**config.mk**
```make
export PLATFORM = sky130hd
export DESIGN_NAME = cigar_base_expander_core_flat
export DESIGN_NICKNAME = d
export VERILOG_FILES = /design/src/hw/rtl/cbe_pkg.sv /design/src/hw/rtl/cbe_if.sv /design/src/hw/rtl/cigar_base_expander_core.sv /design/src/hw/rtl/cbe_ctrl.sv /design/src/hw/rtl/cbe_datapath.sv /design/src/flat_wrapper.sv
export SDC_FILE = /design/constraint.sdc
export NUM_CORES = 1
export LEC_CHECK = 0
export BUFFER_PORTS_ARGS = -buffer_cell sky130_fd_sc_hd__buf_2
export CORE_UTILIZATION = 55
export DETAILED_ROUTE_END_ITERATION = 6
export PLACE_DENSITY_LB_ADDON = 0.15
export SKIP_CTS_REPAIR_TIMING = 1
export SKIP_LAST_GASP = 1
export SYNTH_ARGS = -nofsm -noshare
export SYNTH_HDL_FRONTEND = slang
export SYNTH_SLANG_ARGS = --single-unit
```
**constraint.sdc**
```tcl
create_clock -name clk_i -period 9.7 [get_ports clk_i]
set_input_delay 1.94 -clock clk_i [delete_from_list [all_inputs] [get_ports clk_i]]
set_output_delay 1.94 -clock clk_i [all_outputs]
set_load 0.005 [all_outputs]
```
**src/hw/rtl/cbe_pkg.sv**
```systemverilog
`default_nettype none

package cbe_pkg;

  localparam int unsigned MAX_RUN       = 64;
  localparam int unsigned READ_POS_BITS = 16;
  localparam int unsigned REF_POS_BITS  = 24;

  localparam int unsigned RUN_LEN_BITS  = 7;
  localparam int unsigned FRAG_BITS     = 21;
  localparam int unsigned HDR_LEN_BITS  = 16;
  localparam int unsigned REF_OFF_BITS  = 25;
  localparam int unsigned DIST_BITS     = 21;
  localparam int unsigned K_BITS        = 24;
  localparam int unsigned SUM_BITS      = K_BITS + 1;

  localparam logic [RUN_LEN_BITS-1:0] MAX_RUN_LEN = RUN_LEN_BITS'(MAX_RUN);
  localparam logic [REF_POS_BITS-1:0] REF_MAX     = '1;
  localparam logic [READ_POS_BITS-1:0] READ_MAX   = '1;

  localparam logic signed [SUM_BITS-1:0] DIST_MIN_EXT = -(SUM_BITS'(1) <<< (DIST_BITS - 1));
  localparam logic signed [SUM_BITS-1:0] DIST_MAX_EXT = (SUM_BITS'(1) <<< (DIST_BITS - 1)) - 1;

  typedef enum logic [3:0] {
    OP_M  = 4'd0,
    OP_EQ = 4'd1,
    OP_X  = 4'd2,
    OP_S  = 4'd3,
    OP_I  = 4'd4,
    OP_D  = 4'd5,
    OP_N  = 4'd6,
    OP_H  = 4'd7,
    OP_P  = 4'd8
  } cigar_op_e;

  typedef enum logic {
    ITEM_HEADER = 1'b0,
    ITEM_RUN    = 1'b1
  } item_e;

  typedef enum logic [1:0] {
    KIND_ALN,
    KIND_SOFT,
    KIND_INS,
    KIND_BAD
  } kind_e;

  typedef enum logic {
    ST_IDLE,
    ST_EMIT
  } state_e;

  typedef struct packed {
    logic                    hdr_load;
    logic                    start_run;
    kind_e                   kind;
    logic                    skip_ref;
    logic [RUN_LEN_BITS-1:0] skip_len;
    logic                    emit;
    logic                    emit_last;
  } cmd_t;

  typedef struct packed {
    logic out_free;
  } status_t;

  function automatic logic signed [DIST_BITS-1:0] sat_dist(logic signed [SUM_BITS-1:0] v);
    logic signed [DIST_BITS-1:0] r;
    if (v < DIST_MIN_EXT) begin
      r = DIST_MIN_EXT[DIST_BITS-1:0];
    end else if (v > DIST_MAX_EXT) begin
      r = DIST_MAX_EXT[DIST_BITS-1:0];
    end else begin
      r = v[DIST_BITS-1:0];
    end
    return r;
  endfunction

endpackage

`default_nettype wire

```
**src/hw/rtl/cbe_if.sv**
```systemverilog
`default_nettype none

interface cbe_in_if;
  logic                                  valid;
  logic                                  ready;
  logic                                  operation;
  logic [3:0]                            cigar_op;
  logic [cbe_pkg::RUN_LEN_BITS-1:0]      run_length;
  logic                                  proper_pair;
  logic                                  reverse_strand;
  logic signed [cbe_pkg::FRAG_BITS-1:0]  fragment_len;
  logic [cbe_pkg::HDR_LEN_BITS-1:0]      sequenced_len;
  logic [cbe_pkg::HDR_LEN_BITS-1:0]      left_clip_len;

  modport source (
    output valid, operation, cigar_op, run_length, proper_pair, reverse_strand,
           fragment_len, sequenced_len, left_clip_len,
    input  ready
  );
  modport sink (
    input  valid, operation, cigar_op, run_length, proper_pair, reverse_strand,
           fragment_len, sequenced_len, left_clip_len,
    output ready
  );
endinterface

interface cbe_out_if;
  logic                                    valid;
  logic                                    ready;
  logic [15:0]                             read_index;
  logic signed [cbe_pkg::REF_OFF_BITS-1:0] ref_offset;
  logic                                    aligned;
  logic                                    soft_clipped;
  logic                                    has_distance;
  logic signed [cbe_pkg::DIST_BITS-1:0]    dist_five;
  logic signed [cbe_pkg::DIST_BITS-1:0]    dist_three;
  logic                                    bad_op;
  logic                                    last;

  modport source (
    output valid, read_index, ref_offset, aligned, soft_clipped, has_distance,
           dist_five, dist_three, bad_op, last,
    input  ready
  );
  modport sink (
    input  valid, read_index, ref_offset, aligned, soft_clipped, has_distance,
           dist_five, dist_three, bad_op, last,
    output ready
  );
endinterface

`default_nettype wire

```
**src/hw/rtl/cigar_base_expander_core.sv**
```systemverilog
// Expands CIGAR run beats into one record beat per read base. A header beat
// loads strand, pairing and length data and clears the counters; it, and any
// D, N, H or P run, is accepted and leaves the block idle. A base-emitting run
// of n bases (n capped at 64) occupies the block until all are emitted: it is
// accepted, then one record per cycle goes into the output register, which
// refills in the same cycle it is taken. An invalid op gives one error record.
// Downstream stalls stretch the run cycle for cycle; input is not taken while
// a run is still emitting.
`default_nettype none

module cigar_base_expander_core (
  input  wire logic clk_i,
  input  wire logic rst_ni,
  cbe_in_if.sink    in_i,
  cbe_out_if.source out_o
);
  import cbe_pkg::*;

  cmd_t    cmd;
  status_t status;

  cbe_ctrl u_ctrl (
    .clk_i        (clk_i),
    .rst_ni       (rst_ni),
    .in_valid_i   (in_i.valid),
    .in_ready_o   (in_i.ready),
    .operation_i  (in_i.operation),
    .cigar_op_i   (in_i.cigar_op),
    .run_length_i (in_i.run_length),
    .status_i     (status),
    .cmd_o        (cmd)
  );

  cbe_datapath u_datapath (
    .clk_i            (clk_i),
    .rst_ni           (rst_ni),
    .proper_pair_i    (in_i.proper_pair),
    .reverse_strand_i (in_i.reverse_strand),
    .fragment_len_i   (in_i.fragment_len),
    .sequenced_len_i  (in_i.sequenced_len),
    .left_clip_len_i  (in_i.left_clip_len),
    .cmd_i            (cmd),
    .status_o         (status),
    .out_o            (out_o)
  );

endmodule

`default_nettype wire

```
**src/hw/rtl/cbe_ctrl.sv**
```systemverilog
`default_nettype none

module cbe_ctrl (
  input  wire logic                             clk_i,
  input  wire logic                             rst_ni,
  input  wire logic                             in_valid_i,
  output logic                                  in_ready_o,
  input  wire logic                             operation_i,
  input  wire logic [3:0]                       cigar_op_i,
  input  wire logic [cbe_pkg::RUN_LEN_BITS-1:0] run_length_i,
  input  cbe_pkg::status_t                      status_i,
  output cbe_pkg::cmd_t                         cmd_o
);
  import cbe_pkg::*;

  state_e                  state_q, state_d;
  logic [RUN_LEN_BITS-1:0] count_q, count_d;
  logic [RUN_LEN_BITS-1:0] len_cap;
  logic                    accept;

  assign len_cap = (run_length_i > MAX_RUN_LEN) ? MAX_RUN_LEN : run_length_i;
  assign accept  = in_valid_i && (state_q == ST_IDLE);

  // next state
  always_comb begin
    state_d = state_q;
    count_d = count_q;
    unique case (state_q)
      ST_IDLE: begin
        if (accept && (item_e'(operation_i) == ITEM_RUN)) begin
          unique case (cigar_op_e'(cigar_op_i))
            OP_M, OP_EQ, OP_X, OP_S, OP_I: begin
              if (len_cap != '0) begin
                state_d = ST_EMIT;
                count_d = len_cap;
              end
            end
            OP_D, OP_N, OP_H, OP_P: ;
            default: begin
              state_d = ST_EMIT;
              count_d = RUN_LEN_BITS'(1);
            end
          endcase
        end
      end
      ST_EMIT: begin
        if (status_i.out_free) begin
          count_d = count_q - RUN_LEN_BITS'(1);
          if (count_q == RUN_LEN_BITS'(1)) begin
            state_d = ST_IDLE;
          end
        end
      end
      default: state_d = ST_IDLE;
    endcase
  end

  // outputs
  always_comb begin
    in_ready_o = (state_q == ST_IDLE);
    cmd_o      = '0;
    cmd_o.kind = KIND_INS;
    unique case (state_q)
      ST_IDLE: begin
        if (accept) begin
          if (item_e'(operation_i) == ITEM_HEADER) begin
            cmd_o.hdr_load = 1'b1;
          end else begin
            unique case (cigar_op_e'(cigar_op_i))
              OP_M, OP_EQ, OP_X: begin
                cmd_o.start_run = 1'b1;
                cmd_o.kind      = KIND_ALN;
              end
              OP_S: begin
                cmd_o.start_run = 1'b1;
                cmd_o.kind      = KIND_SOFT;
              end
              OP_I: begin
                cmd_o.start_run = 1'b1;
                cmd_o.kind      = KIND_INS;
              end
              OP_D, OP_N: begin
                cmd_o.skip_ref = 1'b1;
                cmd_o.skip_len = len_cap;
              end
              OP_H, OP_P: ;
              default: begin
                cmd_o.start_run = 1'b1;
                cmd_o.kind      = KIND_BAD;
              end
            endcase
          end
        end
      end
      ST_EMIT: begin
        cmd_o.emit      = status_i.out_free;
        cmd_o.emit_last = (count_q == RUN_LEN_BITS'(1));
      end
      default: ;
    endcase
  end

  always_ff @(posedge clk_i or negedge rst_ni) begin
    if (!rst_ni) begin
      state_q <= ST_IDLE;
      count_q <= '0;
    end else begin
      state_q <= state_d;
      count_q <= count_d;
    end
  end

endmodule

`default_nettype wire

```
**src/hw/rtl/cbe_datapath.sv**
```systemverilog
`default_nettype none

module cbe_datapath (
  input  wire logic                                 clk_i,
  input  wire logic                                 rst_ni,
  input  wire logic                                 proper_pair_i,
  input  wire logic                                 reverse_strand_i,
  input  wire logic signed [cbe_pkg::FRAG_BITS-1:0] fragment_len_i,
  input  wire logic [cbe_pkg::HDR_LEN_BITS-1:0]     sequenced_len_i,
  input  wire logic [cbe_pkg::HDR_LEN_BITS-1:0]     left_clip_len_i,
  input  cbe_pkg::cmd_t                             cmd_i,
  output cbe_pkg::status_t                          status_o,
  cbe_out_if.source                                 out_o
);
  import cbe_pkg::*;

  logic [READ_POS_BITS-1:0]   read_pos_q, read_pos_d;
  logic [REF_POS_BITS-1:0]    ref_pos_q, ref_pos_d;
  logic [HDR_LEN_BITS-1:0]    clip_q;
  logic [HDR_LEN_BITS:0]      end_q;
  logic signed [K_BITS-1:0]   k5_q, k3_q;
  logic                       neg5_q, neg3_q;
  kind_e                      kind_q;

  logic signed [K_BITS-1:0]   c_ext, s_ext, f_ext, k5_d, k3_d;
  logic                       neg3_d;
  logic [REF_POS_BITS:0]      skip_sum;
  logic signed [SUM_BITS-1:0] pos_ext, d5_sum, d3_sum;
  logic                       has, aligned, out_free;

  logic                              valid_q;
  logic [15:0]                       read_index_q;
  logic signed [REF_OFF_BITS-1:0]    ref_offset_q;
  logic                              aligned_q, soft_q, has_q, bad_q, last_q;
  logic signed [DIST_BITS-1:0]       d5_q, d3_q;

  // header constants: each distance is k plus or minus the read position
  assign c_ext = K_BITS'(left_clip_len_i);
  assign s_ext = K_BITS'(sequenced_len_i);
  assign f_ext = K_BITS'(fragment_len_i);

  always_comb begin
    k5_d = reverse_strand_i ? (s_ext - K_BITS'(1) + c_ext) : -c_ext;
    priority if (proper_pair_i && reverse_strand_i) begin
      k3_d   = f_ext - s_ext - c_ext;
      neg3_d = 1'b0;
    end else if (proper_pair_i) begin
      k3_d   = f_ext - K_BITS'(1) + c_ext;
      neg3_d = 1'b1;
    end else if (reverse_strand_i) begin
      k3_d   = -c_ext;
      neg3_d = 1'b0;
    end else begin
      k3_d   = s_ext - K_BITS'(1) + c_ext;
      neg3_d = 1'b1;
    end
  end

  always_ff @(posedge clk_i or negedge rst_ni) begin
    if (!rst_ni) begin
      clip_q <= '0;
      end_q  <= '0;
      k5_q   <= '0;
      k3_q   <= '0;
      neg5_q <= 1'b0;
      neg3_q <= 1'b0;
      kind_q <= KIND_INS;
    end else begin
      if (cmd_i.hdr_load) begin
        clip_q <= left_clip_len_i;
        end_q  <= {1'b0, left_clip_len_i} + {1'b0, sequenced_len_i};
        k5_q   <= k5_d;
        k3_q   <= k3_d;
        neg5_q <= reverse_strand_i;
        neg3_q <= neg3_d;
      end
      if (cmd_i.start_run) begin
        kind_q <= cmd_i.kind;
      end
    end
  end

  // counters
  assign aligned  = (kind_q == KIND_ALN);
  assign skip_sum = {1'b0, ref_pos_q} + (REF_POS_BITS + 1)'(cmd_i.skip_len);

  always_comb begin
    read_pos_d = read_pos_q;
    ref_pos_d  = ref_pos_q;
    if (cmd_i.hdr_load) begin
      read_pos_d = '0;
      ref_pos_d  = '0;
    end else if (cmd_i.skip_ref) begin
      ref_pos_d = skip_sum[REF_POS_BITS] ? REF_MAX : skip_sum[REF_POS_BITS-1:0];
    end else if (cmd_i.emit && (kind_q != KIND_BAD)) begin
      if (read_pos_q != READ_MAX) begin
        read_pos_d = read_pos_q + READ_POS_BITS'(1);
      end
      if (aligned && (ref_pos_q != REF_MAX)) begin
        ref_pos_d = ref_pos_q + REF_POS_BITS'(1);
      end
    end
  end

  always_ff @(posedge clk_i or negedge rst_ni) begin
    if (!rst_ni) begin
      read_pos_q <= '0;
      ref_pos_q  <= '0;
    end else begin
      read_pos_q <= read_pos_d;
      ref_pos_q  <= ref_pos_d;
    end
  end

  // record
  assign pos_ext = SUM_BITS'(read_pos_q);
  assign d5_sum  = neg5_q ? (SUM_BITS'(k5_q) - pos_ext) : (SUM_BITS'(k5_q) + pos_ext);
  assign d3_sum  = neg3_q ? (SUM_BITS'(k3_q) - pos_ext) : (SUM_BITS'(k3_q) + pos_ext);
  assign has     = (kind_q != KIND_BAD) && (read_pos_q >= clip_q) &&
                   ({1'b0, read_pos_q} < end_q);

  assign out_free          = !valid_q || out_o.ready;
  assign status_o.out_free = out_free;

  always_ff @(posedge clk_i or negedge rst_ni) begin
    if (!rst_ni) begin
      valid_q <= 1'b0;
    end else if (cmd_i.emit) begin
      valid_q <= 1'b1;
    end else if (out_o.ready) begin
      valid_q <= 1'b0;
    end
  end

  always_ff @(posedge clk_i) begin
    if (cmd_i.emit) begin
      read_index_q <= read_pos_q;
      ref_offset_q <= aligned ? REF_OFF_BITS'(ref_pos_q) : '1;
      aligned_q    <= aligned;
      soft_q       <= (kind_q == KIND_SOFT);
      has_q        <= has;
      d5_q         <= has ? sat_dist(d5_sum) : '0;
      d3_q         <= has ? sat_dist(d3_sum) : '0;
      bad_q        <= (kind_q == KIND_BAD);
      last_q       <= cmd_i.emit_last;
    end
  end

  assign out_o.valid        = valid_q;
  assign out_o.read_index   = read_index_q;
  assign out_o.ref_offset   = ref_offset_q;
  assign out_o.aligned      = aligned_q;
  assign out_o.soft_clipped = soft_q;
  assign out_o.has_distance = has_q;
  assign out_o.dist_five    = d5_q;
  assign out_o.dist_three   = d3_q;
  assign out_o.bad_op       = bad_q;
  assign out_o.last         = last_q;

endmodule

`default_nettype wire

```
**src/flat_wrapper.sv**
```systemverilog
// flat-port wrapper written by rule: the top's interface ports become plain ports
module cigar_base_expander_core_flat import cbe_pkg::*;
  (clk_i, rst_ni, in_i_valid, in_i_operation, in_i_cigar_op, in_i_run_length, in_i_proper_pair, in_i_reverse_strand, in_i_fragment_len, in_i_sequenced_len, in_i_left_clip_len, in_i_ready, out_o_valid, out_o_read_index, out_o_ref_offset, out_o_aligned, out_o_soft_clipped, out_o_has_distance, out_o_dist_five, out_o_dist_three, out_o_bad_op, out_o_last, out_o_ready);
  cbe_in_if in_i_i ();
  cbe_out_if out_o_i ();
  input  wire logic clk_i;
  input  wire logic rst_ni;
  input wire logic [$bits(in_i_i.valid)-1:0] in_i_valid;
  input wire logic [$bits(in_i_i.operation)-1:0] in_i_operation;
  input wire logic [$bits(in_i_i.cigar_op)-1:0] in_i_cigar_op;
  input wire logic [$bits(in_i_i.run_length)-1:0] in_i_run_length;
  input wire logic [$bits(in_i_i.proper_pair)-1:0] in_i_proper_pair;
  input wire logic [$bits(in_i_i.reverse_strand)-1:0] in_i_reverse_strand;
  input wire logic [$bits(in_i_i.fragment_len)-1:0] in_i_fragment_len;
  input wire logic [$bits(in_i_i.sequenced_len)-1:0] in_i_sequenced_len;
  input wire logic [$bits(in_i_i.left_clip_len)-1:0] in_i_left_clip_len;
  output wire logic [$bits(in_i_i.ready)-1:0] in_i_ready;
  output wire logic [$bits(out_o_i.valid)-1:0] out_o_valid;
  output wire logic [$bits(out_o_i.read_index)-1:0] out_o_read_index;
  output wire logic [$bits(out_o_i.ref_offset)-1:0] out_o_ref_offset;
  output wire logic [$bits(out_o_i.aligned)-1:0] out_o_aligned;
  output wire logic [$bits(out_o_i.soft_clipped)-1:0] out_o_soft_clipped;
  output wire logic [$bits(out_o_i.has_distance)-1:0] out_o_has_distance;
  output wire logic [$bits(out_o_i.dist_five)-1:0] out_o_dist_five;
  output wire logic [$bits(out_o_i.dist_three)-1:0] out_o_dist_three;
  output wire logic [$bits(out_o_i.bad_op)-1:0] out_o_bad_op;
  output wire logic [$bits(out_o_i.last)-1:0] out_o_last;
  input wire logic [$bits(out_o_i.ready)-1:0] out_o_ready;
  assign in_i_i.valid = in_i_valid;
  assign in_i_i.operation = in_i_operation;
  assign in_i_i.cigar_op = in_i_cigar_op;
  assign in_i_i.run_length = in_i_run_length;
  assign in_i_i.proper_pair = in_i_proper_pair;
  assign in_i_i.reverse_strand = in_i_reverse_strand;
  assign in_i_i.fragment_len = in_i_fragment_len;
  assign in_i_i.sequenced_len = in_i_sequenced_len;
  assign in_i_i.left_clip_len = in_i_left_clip_len;
  assign in_i_ready = in_i_i.ready;
  assign out_o_valid = out_o_i.valid;
  assign out_o_read_index = out_o_i.read_index;
  assign out_o_ref_offset = out_o_i.ref_offset;
  assign out_o_aligned = out_o_i.aligned;
  assign out_o_soft_clipped = out_o_i.soft_clipped;
  assign out_o_has_distance = out_o_i.has_distance;
  assign out_o_dist_five = out_o_i.dist_five;
  assign out_o_dist_three = out_o_i.dist_three;
  assign out_o_bad_op = out_o_i.bad_op;
  assign out_o_last = out_o_i.last;
  assign out_o_i.ready = out_o_ready;
  cigar_base_expander_core u_core (.clk_i(clk_i), .rst_ni(rst_ni), .in_i(in_i_i), .out_o(out_o_i));
endmodule
```
==> results of run 1 <==
-- area by class of cell --
class | count | area [sq um] | share of cell area (%)
clock buffers | 35 | 714 | 3.38
inverters | 187 | 703 | 3.32
clock inverters | 13 | 145 | 0.686
flip-flops and latches | 222 | 6000 | 28.3
repair buffers | 172 | 897 | 4.24
multi-input cells | 1711 | 12100 | 57.3
well taps | 455 | 569 | 2.69
-- metal layers --
metal  share of wire (%)  global-route usage, %
met1                  49                   43.1
met2                  43                   42.9
met3                 6.3                   2.46
met4                 1.9                   6.45
met5                   0                      0
-- path summary, 6_finish.rpt --
| path | start | to | slack [ns] | cells past startpoint |
|---|---|---|---|---|
| worst min-delay path | u_core.u_datapath.end_q[13] | u_core.u_datapath.end_q[13] | 0.48 | 2 |
| min in group asynchronous | rst_ni | u_core.u_ctrl.count_q[0] | 1.35 | 1 |
| worst min register to register | u_core.u_datapath.end_q[13] | u_core.u_datapath.end_q[13] | 0.48 | 2 |
| max in group asynchronous | rst_ni | u_core.u_datapath.k3_q[22] | 6.91 | 2 |
| worst max-delay path | u_core.u_datapath.read_pos_q[2] | u_core.u_datapath.out_o.dist_three[7] | 3.58 | 16 |
| worst max register to register | u_core.u_datapath.read_pos_q[2] | u_core.u_datapath.out_o.dist_three[7] | 3.58 | 16 |
-- stage by stage --
step                util, %  setup WS, ns  instances
detailed placement     58.9          3.24       2747
global placement       58.9          3.43       2747
floorplan                 -          4.28       2206
global route           61.4          3.18       2795
CTS                    61.4          3.59       2795
finish                 61.4          3.58       2795
-- power breakdown --
| part | total, W | internal (W) | leakage [nW] | switching [W] |
|---|---|---|---|---|
| sequential | 0.00172 | 0.00139 | 2.57 | 0.000325 |
| combinational | 0.00398 | 0.00168 | 6.86 | 0.00230 |
| clock | 0.000966 | 0.000574 | 0.411 | 0.000392 |
-- flip-flops by register name, summed over array words and instances, names as in the netlist, 2 cells and up --
| register | flops |
|---|---|
| u_core.u_datapath.out_o.read_index | 16 |
| u_core.u_datapath.out_o.ref_offset | 25 |
| u_core.u_datapath.kind_q | 2 |
| u_core.u_datapath.k5_q | 24 |
| u_core.u_datapath.clip_q | 16 |
| u_core.u_datapath.ref_pos_q | 24 |
| u_core.u_datapath.out_o.dist_five | 21 |
| u_core.u_datapath.end_q | 17 |
| u_core.u_datapath.read_pos_q | 16 |
| u_core.u_datapath.out_o.dist_three | 21 |
| u_core.u_datapath.k3_q | 24 |
| u_core.u_ctrl.count_q | 7 |
-- worst max-delay path: stages, from the launching register on --
cell      delay [ns]
dfrtp_1         0.58
or3_1           0.46
or3_1           0.35
nor4b_1         0.48
nand2b_1        0.21
nor3_1          0.78
or2_2           0.24
ha_1            0.33
a21o_1          0.21
a21o_1          0.18
o21bai_1        0.15
a21oi_1         0.17
nor2_1          0.06
a311o_1         0.33
xor2_1          0.19
o31ai_4         0.84
a21boi_0        0.24
-- layout by cell type, fill, tap and decap left out, types with 13 or more instances in the layout --
cell and n:
ha_1 198, nand4_1 19, or2_2 24, nor3_1 47
o211ai_1 13, o21ai_0 146, inv_1 184, a21o_1 66
nor2_1 188, nand2b_1 26, o21a_1 31, or3_1 31
a211oi_1 14, nor2b_1 21, nand3_1 54, xnor2_1 118
edfxtp_1 88, a31oi_1 20, a21boi_0 15, dfrtp_1 133
nand2_1 200, a21oi_1 156, xor2_1 60, clkbuf_16 26
and2_1 14, mux2i_1 13, fa_1 22, and3_1 27
buf_2 159
-- cells by family (layout without fill, tap and decap cells) --
family	Yosys count	count (layout)	share of synthesized area, %
AO/OA/AOI/OAI	596	596	20.5
buffers and inverters	273	407	5.49
adder cells (fa/ha/maj)	220	220	15.2
XOR/XNOR	179	179	8.22
AND/OR/NAND/NOR	691	691	17.2
multiplexers	25	25	2.03
flip-flops	222	222	31.3
==> flow_summary.ini, run 1 <==
[critical_path]
crit_type = reg -> reg
crit_fanout = 18
end_kind = register
start_kind = register
crit_required_ns = 9.92
critPathArrivalTime_ns = 6.34

[synthesis]
synth_seq_cells = 222
synth_edf_count = 88
synthesis.area_sq_um = 19200
avgSynthCellArea_sq_um = 8.69
yosysTopAreaCellShare_pct = 17.4
ys_top_cells_by_count = nand2_1 (200), ha_1 (198), nor2_1 (188), inv_1 (185), a21oi_1 (156)
ys_types = 88
yosysMostFrequentCell = nand2_1
synth-async-reset-ratio_pct = 60.4
synth_cells = 2206
netlist_top_cells_area = dfrtp_1 (17%), edfxtp_1 (14%), ha_1 (13%), xnor2_1 (5.4%), a21oi_1 (4.1%)
synth_area_leader_cell = dfrtp_1
synth_flop_cell = dfrtp_1
yosysSeqAreaShare_pct = 31.3
synth_nets = 2497
yosysWarnings = 0

[sta]
maxSlewHeadroom_pct = 32.3
setup_viol = 0
clock_skew_ns = 0.0240
setup_tns_ns = 0
rsz0062_at_grt = false
worst_hold_slack_ns = 0.481
fin_crit_sh_pct = 63.1
final_max_slew_viol_count = 0
tightestPinTransition_ns = 1.02
min_period_ns = 6.12
max_freq_mhz = 163
hold_violations = 0

[route]
vias = 16462
remaining_drc_errors = 1
routed_via_density = 5.89
firstDrtPassIters = 7
routed_wl_um = 49800
drt-initial-drc-count = 1236
antenna_violating_nets_post_route = 0
wl_per_cell_um = 17.8

[clock_tree]
clock_sinks = 222
cts_buffers = 26
clockBufferDepth = 3
cts_tree = done
htree_levels = 1
clockRootBuffer = clkbuf_16
clk_latency_ns = 0.54
cts.clk_slew.worst_paths_ns = 0.06

[floorplanning]
io_pins = 161
fp.dieH_um = 189
coreArea_sq_um = 34500
rows = 68
start_util_pct = 55.6
die_w_um = 189
dieArea_sq_um = 35600

[cells_and_area]
nets = 2611
drive_gt1_share_pct = 12.2
nFillCells = 3047
n_antenna_cell = 0
post-route-cell-area_sq_um = 21200
area_growth_pct = 10.4

[worst_hold_path]
worstHoldPathType = reg -> reg

[placed_design]
gp_congestion = 0.921
placed_area_sq_um = 20300
numPortBuffers = 160
place_hpwl_um = 38800

[power]
p_per_area_nw_per_um2 = 315
power.leakage_nw = 9.83
finalPower_w = 0.00666
max-vdd-ir-drop_mv = 0.194

[grt]
grt_pass1_wl_um = 81400
grt_max_degree = 81
overflow = 0
grt_pass1_vias = 15590
antenna_found_initial = 0
track_usage_pct = 28.2

[status]
violations = DRC
outcome = finished with violations

[job]
maxCapViolations = 0
Note: power is estimated with default switching activity, not from simulation.
==> run 2: changes to the inputs <==
- clock period: 9.7 -> 5.85 ns (I/O delays scaled with it)
==> flow_summary.ini, run 2 (synthesized netlist as in run 1, its figures left out) <==
[status]
outcome = finished with violations
violations = DRC

[cells_and_area]
area_growth_pct = 10.7
final_cell_count_no_fill = 2806
drive_gt1_share_pct = 12.4
layout_common_cells = nand2_1 (200), ha_1 (198), nor2_1 (188), inv_1 (184), buf_2 (159)
largest_reg_flops = 25
nFillCells = 3093
nets = 2623
fin_util_pct = 61.6
final_common_cell = nand2_1

[power]
clkPwrFrac_pct = 14.2
sequentialPowerShare_pct = 25.2
p_sw_share_pct = 45.5
netSwitchingPower_w = 0.00508
max-vdd-ir-drop_mv = 0.449
p_per_area_nw_per_um2 = 525
p_int_w = 0.00607
power.leakage_nw = 9.88
combPwrFrac_pct = 60.6

[floorplanning]
rows = 68
start_util_pct = 55.6
dieArea_sq_um = 35600
io_pins = 161
coreArea_sq_um = 34500
fp.dieH_um = 189
die_w_um = 189

[clock_tree]
cts.clk_slew.worst_paths_ns = 0.06
htree_levels = 1
cts_tree = done
clockRootBuffer = clkbuf_16
clockBufferDepth = 3
cts_buffers = 25
clk_latency_ns = 0.54
clock_sinks = 222

[grt]
track_usage_pct = 28.8
grt_pass1_vias = 15820
grt_pass1_wl_um = 82800
antenna_found_initial = 0
overflow = 0
grt_max_degree = 93

[sta]
fin_crit_sh_pct = 91.0
max_freq_mhz = 188
final_max_slew_viol_count = 0
rsz0062_at_grt = false
setup_viol = 0
tightestPinTransition_ns = 0.966
worst_hold_slack_ns = 0.480
min_period_ns = 5.33
setup_tns_ns = 0
hold_violations = 0
maxSlewHeadroom_pct = 35.4
clock_skew_ns = 0.0153

[critical_path]
cpPeakStageDelay_ns = 0.42
crit_type = reg -> reg
crit_fanout = 18
crit_required_ns = 6.13
start_kind = register
critPathArrivalTime_ns = 5.61
crit_chain = or3_1 > or3_1 > nor4b_1 > buf_4 > nand2b_1 > nor4_1 > nor2_1 > xnor2_1 > ha_1 > a21o_1 > a21o_1 > a31o_1 > a2111o_1 > o21ai_2 > xnor2_1 > or3_4 > o31ai_4 > buf_4 > a21boi_0
slowest_stage = a2111o_1
end_kind = register

[placed_design]
numPortBuffers = 160
place_hpwl_um = 39500
numPlacedInstances = 2760
gp_congestion = 0.910

[job]
maxCapViolations = 0

[route]
routed_via_density = 5.90
wl_per_cell_um = 18.1
firstDrtPassIters = 7
drt-initial-drc-count = 1225
antenna_violating_nets_post_route = 0
vias = 16546
routed_wl_um = 50800
remaining_drc_errors = 2

[worst_hold_path]
worstHoldPathType = reg -> reg
run 2: cell type report:
class | count | area [sq um] | share of cell area, %
clock buffers | 34 | 659 | 3.11
repair buffers | 185 | 995 | 4.69
diodes | 1 | 2.50 | 0.0118
flip-flops and latches | 222 | 6000 | 28.3
well taps | 455 | 569 | 2.68
clock inverters | 11 | 153 | 0.720
multi-input cells | 1711 | 12100 | 57.2
inverters | 187 | 703 | 3.32
run 2: routing by layer:
layer	routed length, um	up-vias	global-route usage [%]
met1	25000	7855	44.1
met2	22000	555	43.9
li1	-	8069	-
met4	907	0	6.17
met3	3010	67	2.35
met5	0	-	0
run 2: worst paths after layout:
kind / start / endpoint / slack, ns / depth (start not counted)
max: u_core.u_datapath.read_pos_q[2] / u_core.u_datapath.out_o.dist_three[0] / 0.52 / 19
min: u_core.u_datapath.end_q[14] / u_core.u_datapath.end_q[14] / 0.48 / 2
max reg2reg: u_core.u_datapath.read_pos_q[2] / u_core.u_datapath.out_o.dist_three[0] / 0.52 / 19
min reg2reg: u_core.u_datapath.end_q[14] / u_core.u_datapath.end_q[14] / 0.48 / 2
max in group asynchronous: rst_ni / u_core.u_datapath.end_q[16] / 4.03 / 2
min in group asynchronous: rst_ni / u_core.u_datapath.out_o.valid / 0.70 / 1
run 2: metrics by stage:
stage	setup WS [ns]	cell area, sq um	total power, W
floorplan	0.772	19200	0.00778
global placement	0.661	20400	0.00938
detailed placement	0.578	20400	0.00948
CTS	0.542	21200	0.0111
global route	0.237	21200	0.0120
finish	0.524	21200	0.0111
run 2: worst max-delay path: cells and delay by family, from the launching register on:
| family | cells | cell delay (ns) |
|---|---|---|
| adders and majority gates | 1 | 0.40 |
| xor gates and xnor gates | 2 | 0.26 |
| DFF | 1 | 0.37 |
| and+or+nand+nor | 7 | 2.01 |
| AOI/OAI and AO/OA | 7 | 1.53 |
| buffers and inverters | 2 | 0.49 |
run 2: power groups by stage:
stage / registers (W) / clock network (W) / logic (W)
2_1_floorplan: 0.00263 / 0 / 0.00516
3_3_place_gp: 0.00281 / 0 / 0.00657
3_5_place_dp: 0.00283 / 0 / 0.00666
4_1_cts: 0.00280 / 0.00161 / 0.00671
5_1_grt: 0.00289 / 0.00166 / 0.00748
6_report: 0.00281 / 0.00158 / 0.00675
